`src/ksa_pkg.sv`:
```
`default_nettype none

package ksa_pkg;

    localparam int KEY_W  = 7;
    localparam int CHAR_W = 7;

    // Set-1 make codes of the modifier keys.
    localparam logic [KEY_W-1:0] SC_SHIFT_L   = 7'h2A;
    localparam logic [KEY_W-1:0] SC_SHIFT_R   = 7'h36;
    localparam logic [KEY_W-1:0] SC_CTRL_L    = 7'h1D;
    localparam logic [KEY_W-1:0] SC_ALT_L     = 7'h38;
    localparam logic [KEY_W-1:0] SC_CAPS_LOCK = 7'h3A;

    localparam logic [CHAR_W-1:0] CHAR_UPPER_A = 7'd65;
    localparam logic [CHAR_W-1:0] CHAR_UPPER_Z = 7'd90;
    localparam logic [CHAR_W-1:0] CHAR_LOWER_A = 7'd97;
    localparam logic [CHAR_W-1:0] CHAR_LOWER_Z = 7'd122;
    localparam logic [CHAR_W-1:0] CASE_BIT     = 7'h20;

    typedef struct packed {
        logic shift;
        logic ctrl;
        logic alt;
        logic caps;
    } flags_t;

    // Character ROM: the lower half is the unshifted table, the upper half the
    // shifted one, so the address is {shift, key}.
    localparam logic [CHAR_W-1:0] CHAR_ROM [256] = '{
        // unshifted
        7'd0,   7'd0,   7'd49,  7'd50,  7'd51,  7'd52,  7'd53,  7'd54,
        7'd55,  7'd56,  7'd57,  7'd48,  7'd45,  7'd61,  7'd8,   7'd9,
        7'd113, 7'd119, 7'd101, 7'd114, 7'd116, 7'd121, 7'd117, 7'd105,
        7'd111, 7'd112, 7'd91,  7'd93,  7'd10,  7'd0,   7'd97,  7'd115,
        7'd100, 7'd102, 7'd103, 7'd104, 7'd106, 7'd107, 7'd108, 7'd59,
        7'd39,  7'd96,  7'd0,   7'd92,  7'd122, 7'd120, 7'd99,  7'd118,
        7'd98,  7'd110, 7'd109, 7'd44,  7'd46,  7'd47,  7'd0,   7'd42,
        7'd0,   7'd32,  7'd0,   7'd0,   7'd0,   7'd0,   7'd0,   7'd0,
        7'd0,   7'd0,   7'd0,   7'd0,   7'd0,   7'd0,   7'd0,   7'd55,
        7'd56,  7'd57,  7'd45,  7'd52,  7'd53,  7'd54,  7'd43,  7'd49,
        7'd50,  7'd51,  7'd48,  7'd46,  7'd0,   7'd0,   7'd0,   7'd0,
        7'd0,   7'd0,   7'd0,   7'd0,   7'd0,   7'd0,   7'd0,   7'd0,
        7'd0,   7'd0,   7'd0,   7'd0,   7'd0,   7'd0,   7'd0,   7'd0,
        7'd0,   7'd0,   7'd0,   7'd0,   7'd0,   7'd0,   7'd0,   7'd0,
        7'd0,   7'd0,   7'd0,   7'd0,   7'd0,   7'd0,   7'd0,   7'd0,
        7'd0,   7'd0,   7'd0,   7'd0,   7'd0,   7'd0,   7'd0,   7'd0,
        // shifted
        7'd0,   7'd0,   7'd33,  7'd64,  7'd35,  7'd36,  7'd37,  7'd94,
        7'd38,  7'd42,  7'd40,  7'd41,  7'd95,  7'd43,  7'd8,   7'd9,
        7'd81,  7'd87,  7'd69,  7'd82,  7'd84,  7'd89,  7'd85,  7'd73,
        7'd79,  7'd80,  7'd123, 7'd125, 7'd10,  7'd0,   7'd65,  7'd83,
        7'd68,  7'd70,  7'd71,  7'd72,  7'd74,  7'd75,  7'd76,  7'd58,
        7'd34,  7'd126, 7'd0,   7'd124, 7'd90,  7'd88,  7'd67,  7'd86,
        7'd66,  7'd78,  7'd77,  7'd60,  7'd62,  7'd63,  7'd0,   7'd42,
        7'd0,   7'd32,  7'd0,   7'd0,   7'd0,   7'd0,   7'd0,   7'd0,
        7'd0,   7'd0,   7'd0,   7'd0,   7'd0,   7'd0,   7'd0,   7'd55,
        7'd56,  7'd57,  7'd45,  7'd52,  7'd53,  7'd54,  7'd43,  7'd49,
        7'd50,  7'd51,  7'd48,  7'd46,  7'd0,   7'd0,   7'd0,   7'd0,
        7'd0,   7'd0,   7'd0,   7'd0,   7'd0,   7'd0,   7'd0,   7'd0,
        7'd0,   7'd0,   7'd0,   7'd0,   7'd0,   7'd0,   7'd0,   7'd0,
        7'd0,   7'd0,   7'd0,   7'd0,   7'd0,   7'd0,   7'd0,   7'd0,
        7'd0,   7'd0,   7'd0,   7'd0,   7'd0,   7'd0,   7'd0,   7'd0,
        7'd0,   7'd0,   7'd0,   7'd0,   7'd0,   7'd0,   7'd0,   7'd0
    };

endpackage

`default_nettype wire

```
`src/keyboard_scancode_to_ascii_unit.sv`:
```
// A result is registered in the a stage at the edge that accepts its scan code and then
// in the m stage, which drives m_valid; an output stall can hold it in either stage.
// Throughput: one scan code per cycle unless the output stalls; the character ROM read and
// the modifier flag update both complete in the accept cycle, so consecutive codes
// never wait on each other. Reset (aresetn low, synchronous) clears the shift, ctrl, alt
// and caps lock flags and empties both pipeline stages.
`default_nettype none

module keyboard_scancode_to_ascii_unit (
    input  wire logic                        aclk,
    input  wire logic                        aresetn,
    input  wire logic                        s_valid,
    output logic                             s_ready,
    input  wire logic [7:0]                  s_scan_code,
    output logic                             m_valid,
    input  wire logic                        m_ready,
    output logic [ksa_pkg::CHAR_W-1:0]       m_character,
    output logic                             m_is_press,
    output logic                             m_shift_held,
    output logic                             m_ctrl_held,
    output logic                             m_alt_held,
    output logic                             m_caps_on
);

    logic                          s_accept;
    logic                          a_ready;
    logic                          a_advance;
    logic [ksa_pkg::KEY_W-1:0]     key;
    logic                          press;
    logic [ksa_pkg::CHAR_W-1:0]    a_char_fixed;
    logic                          is_letter;

    ksa_pkg::flags_t flags_reg, flags_next;
    logic            a_valid_reg, a_valid_next;
    logic            m_valid_reg, m_valid_next;

    logic [ksa_pkg::CHAR_W-1:0]    a_char_reg;
    logic                          a_press_reg;
    ksa_pkg::flags_t               a_flags_reg;
    logic [ksa_pkg::CHAR_W-1:0]    m_char_reg;
    logic                          m_press_reg;
    ksa_pkg::flags_t               m_flags_reg;

    assign key   = s_scan_code[6:0];
    assign press = ~s_scan_code[7];

    // Each stage takes new data when it is empty or its contents move on.
    assign a_ready   = ~m_valid_reg | m_ready;
    assign s_ready   = ~a_valid_reg | a_ready;
    assign s_accept  = s_valid & s_ready;
    assign a_advance = a_valid_reg & a_ready;

    always_comb begin
        flags_next = flags_reg;
        if (s_accept) begin
            unique case (key) inside
                ksa_pkg::SC_SHIFT_L, ksa_pkg::SC_SHIFT_R: flags_next.shift = press;
                ksa_pkg::SC_CTRL_L:  flags_next.ctrl = press;
                ksa_pkg::SC_ALT_L:   flags_next.alt  = press;
                ksa_pkg::SC_CAPS_LOCK: begin
                    if (press) begin
                        flags_next.caps = ~flags_reg.caps;
                    end
                end
                default: ;
            endcase
        end
    end

    assign a_valid_next = s_accept ? 1'b1 : (a_advance ? 1'b0 : a_valid_reg);
    assign m_valid_next = a_advance ? 1'b1 : (m_ready ? 1'b0 : m_valid_reg);

    always_ff @(posedge aclk) begin
        if (!aresetn) begin
            flags_reg   <= '0;
            a_valid_reg <= 1'b0;
            m_valid_reg <= 1'b0;
        end else begin
            flags_reg   <= flags_next;
            a_valid_reg <= a_valid_next;
            m_valid_reg <= m_valid_next;
        end
    end

    // Registered ROM read, addressed with the shift state this code leaves behind.
    // Modifier keys read zero, so the updated flag is safe to use.
    always_ff @(posedge aclk) begin
        if (s_accept) begin
            a_char_reg  <= ksa_pkg::CHAR_ROM[{flags_next.shift, key}];
            a_press_reg <= press;
            a_flags_reg <= flags_next;
        end
    end

    assign is_letter =
        ((a_char_reg >= ksa_pkg::CHAR_UPPER_A) && (a_char_reg <= ksa_pkg::CHAR_UPPER_Z)) ||
        ((a_char_reg >= ksa_pkg::CHAR_LOWER_A) && (a_char_reg <= ksa_pkg::CHAR_LOWER_Z));

    // Caps lock swaps letter case by flipping the ASCII case bit.
    assign a_char_fixed = (a_flags_reg.caps && is_letter) ? (a_char_reg ^ ksa_pkg::CASE_BIT)
                                                          : a_char_reg;

    always_ff @(posedge aclk) begin
        if (a_advance) begin
            m_char_reg  <= a_char_fixed;
            m_press_reg <= a_press_reg;
            m_flags_reg <= a_flags_reg;
        end
    end

    assign m_valid      = m_valid_reg;
    assign m_character  = m_char_reg;
    assign m_is_press   = m_press_reg;
    assign m_shift_held = m_flags_reg.shift;
    assign m_ctrl_held  = m_flags_reg.ctrl;
    assign m_alt_held   = m_flags_reg.alt;
    assign m_caps_on    = m_flags_reg.caps;

endmodule

`default_nettype wire

```
`config.mk`:
```
export PLATFORM = sky130hd
export DESIGN_NAME = keyboard_scancode_to_ascii_unit
export DESIGN_NICKNAME = d
export VERILOG_FILES = /design/src/ksa_pkg.sv /design/src/keyboard_scancode_to_ascii_unit.sv
export SDC_FILE = /design/constraint.sdc
export NUM_CORES = 1
export LEC_CHECK = 0
export BUFFER_PORTS_ARGS = -buffer_cell sky130_fd_sc_hd__buf_2
export CORE_MARGIN = 2
export CORE_UTILIZATION = 48
export CTS_BUF_LIST = sky130_fd_sc_hd__clkbuf_16
export CTS_CLUSTER_SIZE = 10
export DETAILED_ROUTE_END_ITERATION = 7
export GPL_TIMING_DRIVEN = 0
export PLACE_DENSITY = 0.7
export SLEW_MARGIN = 5
export SYNTH_ARGS = -nofsm -noshare
export SYNTH_HDL_FRONTEND = slang
export SYNTH_SLANG_ARGS = --single-unit
```
`constraint.sdc`:
```
create_clock -name aclk -period 2.4 [get_ports aclk]
set_clock_uncertainty 0.1 [all_clocks]
set_input_delay 0.48 -clock aclk [delete_from_list [all_inputs] [get_ports aclk]]
set_output_delay 0.48 -clock aclk [all_outputs]
set_load 0.02 [all_outputs]
```
# --- After elaboration in Yosys (flattened, before gate mapping) ---
# Memory sizes are Yosys's and may differ from the RTL's. A register that Yosys moved wholly into a read port is not among the register bits.
# Index checks and enable logic that the tools add are counted.
# Widths: inputs -> output; s select.
word_totals:
  register_bits: 23
  romBits: 1792
  output_inout_bits: 14
  n_memories: 1
memory_table:
  columns: ["memory", "depth", "word_bits", "rd", "rd_ports_with_merged_regs", "write_ports", "line", "source"]
  rows:
  - ["(name not given)", 256, 7, 1, 1, 0, "keyboard_scancode_to_ascii_unit.sv:89", "a_char_reg <= ksa_pkg::CHAR_ROM[{flags_next.shift, key}];"]
op_classes:
  magnitude_cmp: 4
  reduce_logical: 7
  n_eq_ne: 5
  muxes: 11
  bitwise: 10
op_table:
  columns: ["operator", "n"]
  rows:
  - ["$eq 7x6->1 const B", 4]
  - ["$ge 7x7->1 const B", 2]
  - ["$le 7x7->1 const B", 2]
  - ["$mux 1", 9]
  - ["$not 8->9", 1]
  - ["$eq 7x5->1 const B", 1]
  - ["$mux 6", 1]
  - ["$not 1->1", 5]
  - ["$mux 4", 1]
  - ["$reduce_bool 2->1", 2]
  - ["$logic_and 1x1->1", 3]
  - ["$and 1x1->1", 2]
  - ["$or 1x1->1", 2]
  - ["$reduce_or 2->1", 1]
  - ["$logic_or 1x1->1", 1]

# --- Longest topological paths before layout ---
# Gate-level depths: netlist of the first run.
logic_depth:
  ltp_word: 6
  mapped_depth: 10
  mapped_depth_nobuf: 8

# --- Worst setup path before layout of the first run ---
# Ideal clock, no wire load.
synth_path:
  path_kind: "in2reg"
  start: "in s_scan_code[0]"
  end: "reg a_char_reg[0] (netlist bit), data pin"
  t_arrival_ns: 2.214
  setup_slack_ns: -0.173
  path_stages: 7
  t_required_ns: 2.041
  path_cell_list: "clkbuf_1 inv_1 ha_1 clkbuf_1 o311ai_0 a2111oi_4 a211o_1"
synth_via:
  elab_chain_cells: 5
synth_lines:
  columns: ["element", "line", "source"]
  rows:
  - ["start: declaration", "keyboard_scancode_to_ascii_unit.sv:14", "input wire logic [7:0] s_scan_code,"]
  - ["$eq 7x6->1 (no source line)", null, null]
  - ["$reduce_or 2->1", "keyboard_scancode_to_ascii_unit.sv:56", "unique case (key) inside"]
  - ["$mux 1", "keyboard_scancode_to_ascii_unit.sv:56", null]
  - ["$mux 4", "keyboard_scancode_to_ascii_unit.sv:55", "if (s_accept) begin"]
  - ["$not 8->9 (not written as such) (*)", "keyboard_scancode_to_ascii_unit.sv:89", null]
  - ["end: declaration", "keyboard_scancode_to_ascii_unit.sv:37", "logic [ksa_pkg::CHAR_W-1:0] a_char_reg;"]
# Every way passes the cells marked *; elsewhere a longest branch is shown, timed or not.
# A chain may end at the register's enable or synchronous reset.

==> metrics.log, run 1 <==
[metrics] CORE AREA: 4690 um^2
[metrics] die width: between 70 and 80 um
[metrics] final design utilization: between 60% and 70%
[metrics] global-route wire length before repair: 11100 um
[metrics] total leakage power: around 1.2 nW
[metrics] sequential cell fraction of total power: 39.4%
[metrics] warnings from Yosys: 0
[metrics] flop-to-flop setup slack: roughly 120 ps
[metrics] fraction of power consumed by combinational cells: roughly 25%
[metrics] end of the worst register-to-register path: a_char_reg[1]
[metrics] number of synthesized register bits: 30
[metrics] maximum root-to-sink buffer count: 2
[metrics] Synthesized Nets: 293
[metrics] count of fill cells added during filler insertion: 385
[metrics] antenna diode count: 0
[metrics] timing startpoint of the critical path: s_scan_code[0]
[metrics] antenna violations before repair: 0
[metrics] Worst setup EP type: register
[metrics] Max H-tree Level: 2
[metrics] Boundary Pins: 26
[metrics] transition time at the pin with the least slew margin: 939 ps
[metrics] Multi-input gate area: 1530 um^2
[metrics] DRC marker count from the first detailed-route iteration: ~270
[metrics] max capacitance violation total: 0
[metrics] power density cells: ~500 nW/um^2
[metrics] DRT Pass-1 Iters: 5
[metrics] sequential cell area in the final layout: roughly 840 um^2
[metrics] area of all placed cells without fillers: 3010 um^2
[metrics] Clk Latency, worst-skew pair: around 270 ps
[metrics] portion of total power attributed to the clock network: approximately 36%
[metrics] Net Sw Power: 0.000428 W
[metrics] ANT nets after route: 0
[metrics] final setup violation count: 0
[metrics] DRC viols: 0
[metrics] worst endpoint required time: 2290 ps
[metrics] GRT Total Usage: a little over a quarter
[metrics] total design power: 0.00154 W
[metrics] final HPWL from detailed placement: 4840 um
[metrics] detailed-route wire length: between 6000 and 7000 um
[metrics] classification of the worst setup path: input pin to register
[metrics] largest driver fanout on the critical path: 5
[metrics] internal power component: 0.00112 W
[metrics] Hold WC Path Type: register to register
[metrics] overall die area: 5440 um^2
[metrics] worst voltage drop across the vdd grid: 0.342 mV
[metrics] switching share of total power: 27.7%
[metrics] fraction of the yosys area taken by sequential cells: between 30 and 40%
[metrics] worst slew slack as a fraction of its limit: 37.3%
[metrics] net total in the final layout: 336
[metrics] largest net degree at the start of global routing: 13
[metrics] area share of the largest cell type after synthesis: 30.9%
[metrics] predominant post-synthesis flop cell: sky130_fd_sc_hd__edfxtp_1
[metrics] CTS hold repair buffers: 0
[metrics] placed instance count: 347
[metrics] cell accounting for the most synthesized area: sky130_fd_sc_hd__edfxtp_1
[metrics] Period Utilization, post-route: 99.0%
[metrics] CTS Root Buffer Type: sky130_fd_sc_hd__clkbuf_16
[metrics] unrepaired setup endpoints after global routing: yes
[metrics] fraction of registers with async set or reset after synthesis: 0%
[metrics] distinct cell type count after synthesis: between 50 and 60
[metrics] weighted congestion reported at the end of routability-driven placement: 1.02
[metrics] total count of hold-check failures in the final report: 0
[metrics] post-synthesis instance area: 2330 um^2
[metrics] grt total ovfl: 0
[metrics] crit path launch type: input pin
[metrics] placed inst area: between 2000 and 3000 um^2
[metrics] filler-free cell count of the finished design: 368
[metrics] reg-to-reg startpoint: m_valid
[metrics] Starting Density: 49.8%
[metrics] data arrival time of the critical path: 2270 ps
[metrics] number of sinks on the clock net: 30
[metrics] time the final worst path needs with I/O delays and setup: 2380 ps
[metrics] vias in the first global route: 2247
[metrics] max-slew violations: 0
[metrics] row count: 25
[metrics] relative area change from synthesis to final layout: 28.9%
[metrics] clock buffers created by TritonCTS: 5
[metrics] fraction of final layout cells with drive strength greater than 1: about a quarter
[metrics] Die H: 73.7 um
[metrics] count of port buffers added during placement: 23
[metrics] clock tree from TritonCTS: yes
[metrics] via count normalized by instance count: 6.40
[metrics] average size of a mapped cell: 8.65 um^2
[metrics] cells after synthesis: 270
[metrics] number of cell instances on the worst register-to-register path: 7
[metrics] EDFF count, synth: 24
[metrics] total number of vias: 2354
[metrics] critical path capture point: a_char_reg[1]
[metrics] clock-pin slew of the registers on the worst-case setup and hold paths: 50 ps
[metrics] result of the run: finished, final reports clean
[metrics] top area cells in the synthesized netlist: sky130_fd_sc_hd__edfxtp_1, sky130_fd_sc_hd__ha_1, sky130_fd_sc_hd__dfxtp_1
[metrics] routed len/inst: 18.8 um
[metrics] maximum clock frequency: about 420 MHz
timing repair:
action                                  CTS  global route
setup buffers                             6             8
pin swaps                                 0             2
endpoints found under the setup margin    7             7
cloned                                    1             0
gates resized for setup                  25            26
metal layers:
metal / vias to the layer above / global-route usage [%] / wire, um / share of wire [%]
li1: 1095 / - / - / -
met1: 1060 / 32.8 / 2590 / 37
met2: 165 / 44.4 / 3320 / 48
met3: 34 / 4.25 / 726 / 10
met4: 0 / 16.2 / 308 / 4.4
met5: - / 0 / 0 / 0
cell families after synthesis:
group | synth area share, %
fa+ha+maj | 5.89
mux | 4.98
compound gates | 25.3
flops | 36.0
buf+inv | 5.84
simple gates | 20.8
xor+xnor | 1.13
cell usage in the layout, fill, tap and decap left out, types with 3 or more instances in the layout:
master / Yosys / layout
sky130_fd_sc_hd__buf_4: 0 / 15
sky130_fd_sc_hd__a2111oi_4: 1 / 5
sky130_fd_sc_hd__clkbuf_2: 0 / 5
sky130_fd_sc_hd__or3_1: 3 / 3
sky130_fd_sc_hd__nor2b_1: 11 / 10
sky130_fd_sc_hd__edfxtp_1: 24 / 24
sky130_fd_sc_hd__nand3_1: 3 / 3
sky130_fd_sc_hd__a211oi_1: 4 / 4
sky130_fd_sc_hd__dfxtp_1: 6 / 6
sky130_fd_sc_hd__mux2_2: 3 / 3
sky130_fd_sc_hd__mux2i_1: 6 / 5
sky130_fd_sc_hd__o21ai_0: 19 / 19
sky130_fd_sc_hd__ha_1: 11 / 9
sky130_fd_sc_hd__nor2_1: 32 / 32
sky130_fd_sc_hd__and2_1: 5 / 5
sky130_fd_sc_hd__a31oi_1: 4 / 4
sky130_fd_sc_hd__clkbuf_16: 0 / 5
sky130_fd_sc_hd__clkbuf_1: 17 / 9
sky130_fd_sc_hd__buf_2: 2 / 21
sky130_fd_sc_hd__a221oi_1: 5 / 3
sky130_fd_sc_hd__o21a_1: 3 / 3
sky130_fd_sc_hd__o22ai_1: 3 / 3
sky130_fd_sc_hd__a22oi_1: 3 / 3
sky130_fd_sc_hd__nor3_1: 13 / 13
sky130_fd_sc_hd__inv_1: 8 / 7
sky130_fd_sc_hd__nand2_1: 21 / 20
sky130_fd_sc_hd__a21oi_1: 14 / 14
synth_stat cells, types with 2 or more instances:
master	count
sky130_fd_sc_hd__a221oi_1	5
sky130_fd_sc_hd__ha_1	11
sky130_fd_sc_hd__o311ai_0	2
sky130_fd_sc_hd__nor3_1	13
sky130_fd_sc_hd__mux2i_1	6
sky130_fd_sc_hd__a21oi_1	14
sky130_fd_sc_hd__o32ai_1	2
sky130_fd_sc_hd__nand3_1	3
sky130_fd_sc_hd__a211o_1	2
sky130_fd_sc_hd__buf_2	2
sky130_fd_sc_hd__clkbuf_1	17
sky130_fd_sc_hd__and2_1	5
sky130_fd_sc_hd__nand4_1	2
sky130_fd_sc_hd__nor4_1	2
sky130_fd_sc_hd__a221o_1	2
sky130_fd_sc_hd__a32oi_1	2
sky130_fd_sc_hd__dfxtp_1	6
sky130_fd_sc_hd__a21o_1	2
sky130_fd_sc_hd__a311oi_1	2
sky130_fd_sc_hd__o2bb2ai_1	2
sky130_fd_sc_hd__nor2_1	32
sky130_fd_sc_hd__a211oi_1	4
sky130_fd_sc_hd__a31oi_1	4
sky130_fd_sc_hd__a2111oi_0	5
sky130_fd_sc_hd__o21ai_0	19
sky130_fd_sc_hd__nor2b_1	11
sky130_fd_sc_hd__nand2b_1	2
sky130_fd_sc_hd__inv_1	8
sky130_fd_sc_hd__or3_1	3
sky130_fd_sc_hd__buf_1	2
sky130_fd_sc_hd__edfxtp_1	24
sky130_fd_sc_hd__nand2_1	21
sky130_fd_sc_hd__mux2_2	3
sky130_fd_sc_hd__xor2_1	2
sky130_fd_sc_hd__o22ai_1	3
sky130_fd_sc_hd__o21a_1	3
sky130_fd_sc_hd__a22oi_1	3
worst min path at each step:
stage                               to  slack, ps            from  depth (start not counted)
final                       m_is_press        320     a_press_reg                          0
after global routing        m_is_press        320     a_press_reg                          0
after CTS                   m_is_press        320     a_press_reg                          0
after detailed placement  m_shift_held        310  a_flags_reg[3]                          0
after global placement      m_is_press        300     a_press_reg                          0
after floorplan             m_alt_held        300  a_flags_reg[1]                          0
final cells by class:
class / count / area share, %
multi-input combinational: 207 / 50.9
clock inverter: 3 / 0.416
timing repair inverter: 1 / 0.249
tap: 54 / 2.25
sequential: 30 / 27.9
timing repair buffer: 37 / 8.44
buffer: 20 / 3.53
clock buffer: 5 / 4.16
inverter: 11 / 2.08
stage by stage:
| stage | TNS (ps) | setup slack, ps | hold slack, ps |
|---|---|---|---|
| finish | 0 | 23.0 | 316 |
| global route | -252 | -87.7 | 320 |
| CTS | 0 | 2.34 | 319 |
| detailed placement | -4900 | -797 | 307 |
| global placement | -4590 | -684 | 301 |
| floorplan | -57.7 | -45.0 | 300 |
power groups by stage:
stage	combinational [W]	clock [W]	sequential [W]
after floorplan	0.000206	0	0.000628
after detailed placement	0.000311	0	0.000616
after CTS	0.000336	0.000563	0.000608
final	0.000383	0.000553	0.000607
after global routing	0.000412	0.000585	0.000610
after global placement	0.000311	0	0.000615
critical path, stage by stage:
cell and delay, ps:
sky130_fd_sc_hd__buf_4 130, sky130_fd_sc_hd__buf_8 130, sky130_fd_sc_hd__inv_8 60, sky130_fd_sc_hd__ha_4 150
sky130_fd_sc_hd__nand2_2 40, sky130_fd_sc_hd__or4_4 450, sky130_fd_sc_hd__mux2i_4 290, sky130_fd_sc_hd__clkinv_4 170
sky130_fd_sc_hd__a2111oi_4 240, sky130_fd_sc_hd__o32ai_2 110
(Power assumes the default switching activity.)
==> inputs of run 2 (changes only) <==
--- a/config.mk
+++ b/config.mk
@@ -5,6 +5,7 @@
 export SDC_FILE = /design/constraint.sdc
 export NUM_CORES = 1
 export LEC_CHECK = 0
+export ABC_AREA = 1
 export BUFFER_PORTS_ARGS = -buffer_cell sky130_fd_sc_hd__buf_2
 export CORE_MARGIN = 2
 export CORE_UTILIZATION = 48
==> run 2 against run 1 <==
Compared with the run above: first-iteration DRC count decreased by 42%; routed wire length decreased by 3.2%; die area increased by 4.9%; sequential share of layout area increased by 2.1 points; core utilization decreased by 8.3 points; synthesized cell count increased by 33%; area after synthesis increased by 5.1%; count of clock-buffer cells in the layout unchanged; register-to-register slack improved by 380 ps; cell area decreased by 7.1%; non-clock buffer count decreased by 19; final cell count increased by 25%.
==> metrics.log, run 2 <==
[metrics] cells after synthesis: 358 (+33%)
[metrics] average size of a mapped cell: 6.86 um^2 (-21%)
[metrics] final HPWL from detailed placement: 5130 um (+6.1%)
[metrics] max-slew violations: 0 (unchanged)
[metrics] total count of hold-check failures in the final report: 0 (unchanged)
[metrics] Starting Density: 49.0% (-0.76 points)
[metrics] flop-to-flop setup slack: 500 ps (+380 ps)
[metrics] global-route wire length before repair: 11200 um (+1.1%)
[metrics] clock buffers created by TritonCTS: 5 (unchanged)
[metrics] DRC viols: 0 (unchanged)
[metrics] GRT Total Usage: 26.2% (-0.78 points)
[metrics] EDFF count, synth: 24 (unchanged)
[metrics] worst voltage drop across the vdd grid: 0.384 mV (+12%)
[metrics] antenna diode count: 0 (unchanged)
[metrics] Hold Crit Start: a_flags_reg[2]
[metrics] Fin Hold WS: 318 ps (+1.89 ps)
[metrics] worst endpoint required time: 2310 ps (+20 ps)
[metrics] cell accounting for the most synthesized area: sky130_fd_sc_hd__edfxtp_1
[metrics] Synthesized Nets: 381 (+30%)
[metrics] total leakage power: 1.40 nW (+22%)
[metrics] number of synthesized register bits: 30 (unchanged)
[metrics] data arrival time of the critical path: 2170 ps (-100 ps)
[metrics] filler-free cell count of the finished design: 459 (+25%)
[metrics] post-CTS setup buffer count: 0 (-6)
[metrics] row count: 26 (+4.0%)
[metrics] max capacitance violation total: 0 (unchanged)
[metrics] Die H: 75.5 um (+2.4%)
[metrics] count of fill cells added during filler insertion: 519 (+35%)
[metrics] power density cells: 539 nW/um^2 (+5.1%)
[metrics] area of all placed cells without fillers: 2800 um^2 (-7.1%)
[metrics] fraction of final layout cells with drive strength greater than 1: 15.4% (-11 points)
[metrics] fraction of the yosys area taken by sequential cells: 34.3% (-1.8 points)
[metrics] total number of vias: 2473 (+5.1%)
[metrics] result of the run: finished, final reports clean
[metrics] unrepaired setup endpoints after global routing: no
[metrics] vias in the first global route: 2309 (+2.8%)
[metrics] most frequent cell after synthesis: sky130_fd_sc_hd__nand2_1
[metrics] most common library cells after synthesis: sky130_fd_sc_hd__nand2_1, sky130_fd_sc_hd__nand3_1, sky130_fd_sc_hd__inv_1, sky130_fd_sc_hd__nor2_1, sky130_fd_sc_hd__edfxtp_1
[metrics] area share of the largest cell type after synthesis: 29.4% (-1.5 points)
[metrics] timing startpoint of the critical path: s_scan_code[0]
[metrics] antenna violations before repair: 0 (unchanged)
[metrics] largest net degree at the start of global routing: 18 (+5)
[metrics] die width: 75.5 um (+2.4%)
[metrics] CTS Root Buffer Type: sky130_fd_sc_hd__clkbuf_16
[metrics] worst slew slack as a fraction of its limit: 32.7% (-4.6 points)
[metrics] maximum root-to-sink buffer count: 2 (unchanged)
[metrics] distinct cell type count after synthesis: 33 (-41%)
[metrics] top area cells in the synthesized netlist: sky130_fd_sc_hd__edfxtp_1, sky130_fd_sc_hd__nand2_1, sky130_fd_sc_hd__nand3_1
[metrics] critical path capture point: a_char_reg[4]
[metrics] weighted congestion reported at the end of routability-driven placement: 0.958 (-5.9%)
[metrics] Worst setup EP type: register
[metrics] Hold WC Path Type: register to register
[metrics] relative area change from synthesis to final layout: 13.9%
[metrics] final setup TNS: 0 ps (unchanged)
[metrics] Period Utilization, post-route: 93.9% (-5.2 points)
[metrics] number of sinks on the clock net: 30 (unchanged)
[metrics] net total in the final layout: 411 (+22%)
[metrics] Clk Latency, worst-skew pair: 270 ps (about the same)
[metrics] CORE AREA: 5010 um^2 (+6.8%)
[metrics] CTS hold repair buffers: 0 (unchanged)
[metrics] time the final worst path needs with I/O delays and setup: 2250 ps (-124 ps)
[metrics] placed inst area: 2660 um^2 (+4.5%)
[metrics] clock-pin slew of the registers on the worst-case setup and hold paths: 50 ps (about the same)
[metrics] DRT Pass-1 Iters: 5 (unchanged)
[metrics] maximum clock frequency: 444 MHz (+5.5%)
[metrics] placed instance count: 451 (+30%)
[metrics] most frequent cells in the layout: sky130_fd_sc_hd__nand2_1, sky130_fd_sc_hd__nand3_1, sky130_fd_sc_hd__inv_1, sky130_fd_sc_hd__buf_2, sky130_fd_sc_hd__nor2_1
[metrics] Max H-tree Level: 2 (unchanged)
[metrics] Boundary Pins: 26 (unchanged)
[metrics] commonest non-fill, non-tap cell in the layout: sky130_fd_sc_hd__nand2_1
[metrics] Resized cells post-CTS: 0 (-100%)
[metrics] fraction of registers with async set or reset after synthesis: 0% (unchanged)
[metrics] sequential cell area in the final layout: 841 um^2 (unchanged)
[metrics] DRC marker count from the first detailed-route iteration: 159 (-42%)
[metrics] post-synthesis instance area: 2450 um^2 (+5.1%)
[metrics] total design power: 0.00151 W (-2.4%)
[metrics] transition time at the pin with the least slew margin: 1010 ps (+71.3 ps)
[metrics] crit path launch type: input pin
[metrics] classification of the worst setup path: input pin to register
[metrics] routed len/inst: 14.6 um (-22%)
[metrics] number of cell instances on the worst register-to-register path: 8 (+1)
[metrics] count of port buffers added during placement: 23 (unchanged)
[metrics] overall die area: 5700 um^2 (+4.9%)
[metrics] Multi-input gate area: 1370 um^2 (-11%)
[metrics] warnings from Yosys: 0 (unchanged)
[metrics] clock tree from TritonCTS: yes
[metrics] largest driver fanout on the critical path: 10 (+5)
[metrics] ANT nets after route: 0 (unchanged)
[metrics] end of the worst register-to-register path: a_char_reg[4]
[metrics] via count normalized by instance count: 5.39 (-16%)
[metrics] reg-to-reg startpoint: m_valid
[metrics] predominant post-synthesis flop cell: sky130_fd_sc_hd__edfxtp_1
[metrics] grt total ovfl: 0 (unchanged)
[metrics] detailed-route wire length: 6710 um (-3.2%)
[metrics] final setup violation count: 0 (unchanged)
==> run 2: cell types whose count changed in the layout (fill, tap and decap cells not counted), moves of 7 or more <==
| cell | previous run | this run |
|---|---|---|
| sky130_fd_sc_hd__buf_4 | 15 | 3 |
| sky130_fd_sc_hd__nand2_1 | 20 | 135 |
| sky130_fd_sc_hd__nand3_1 | 3 | 48 |
| sky130_fd_sc_hd__nor3_1 | 13 | 4 |
| sky130_fd_sc_hd__clkbuf_1 | 9 | 2 |
| sky130_fd_sc_hd__nor2b_1 | 10 | 0 |
| sky130_fd_sc_hd__inv_1 | 7 | 28 |
| sky130_fd_sc_hd__buf_2 | 21 | 28 |
| sky130_fd_sc_hd__o21ai_0 | 19 | 10 |
==> run 2: per-stage QoR <==
step	setup WS (ps)	util [%]
3_5_place_dp	-89.9	53.0
5_1_grt	12.0	55.8
3_3_place_gp	-75.6	53.0
4_1_cts	187	55.8
6_report	147	55.8
2_1_floorplan	386	-
==> run 2: layer usage <==
layer	track usage (%)	vias to the layer above	wire, um
met5	0	-	0
met4	15.8	0	252
met3	4.23	23	467
met2	43.4	124	3170
met1	31.8	1095	2820
li1	-	1231	-
==> run 2: power breakdown <==
group          switching (W)  total (W)  internal, W
clock network       0.000193   0.000565     0.000372
logic               0.000226   0.000331     0.000105
registers          0.0000118   0.000610     0.000598
==> run 2: worst min path at each step <==
stage                               to  slack (ps)  cells after the start
after floorplan             m_alt_held         300                      0
after global placement    m_shift_held         300                      0
after detailed placement   m_ctrl_held         310                      0
after CTS                  m_ctrl_held         320                      0
after global routing        m_is_press         320                      0
final                      m_ctrl_held         320                      0
==> run 2: cell families (layout without fill, tap and decap cells) <==
logic type                 Yosys count  in the layout  synth area share [%]
AOI/OAI and AO/OA                   38             38                  8.87
xor gates and xnor gates             2              2                 0.714
adders and majority gates           11             11                  5.61
buffers and inverters               47             78                  9.89
DFF                                 30             30                  34.3
muxes                                1              1                 0.408
and+or+nand+nor                    229            229                  40.3
==> run 2: cell type report <==
type	instances	share of cell area [%]
timing repair buffer	23	4.12
buffer	15	4.12
tap	70	3.13
inverter	32	4.57
sequential	30	30.1
clock inverter	3	0.448
multi-input combinational	281	49.1
clock buffer	5	4.48
==> run 2: critical path, cell delays in order <==
cell and delay, ps:
sky130_fd_sc_hd__buf_2 180, sky130_fd_sc_hd__inv_1 200, sky130_fd_sc_hd__ha_1 300, sky130_fd_sc_hd__nand2_1 230, sky130_fd_sc_hd__nor2_1 140, sky130_fd_sc_hd__nand2_1 70, sky130_fd_sc_hd__nand2_2 100, sky130_fd_sc_hd__nand3_2 110
sky130_fd_sc_hd__nand2_4 170, sky130_fd_sc_hd__nor2_4 60, sky130_fd_sc_hd__nand2_1 60, sky130_fd_sc_hd__nand3_1 60
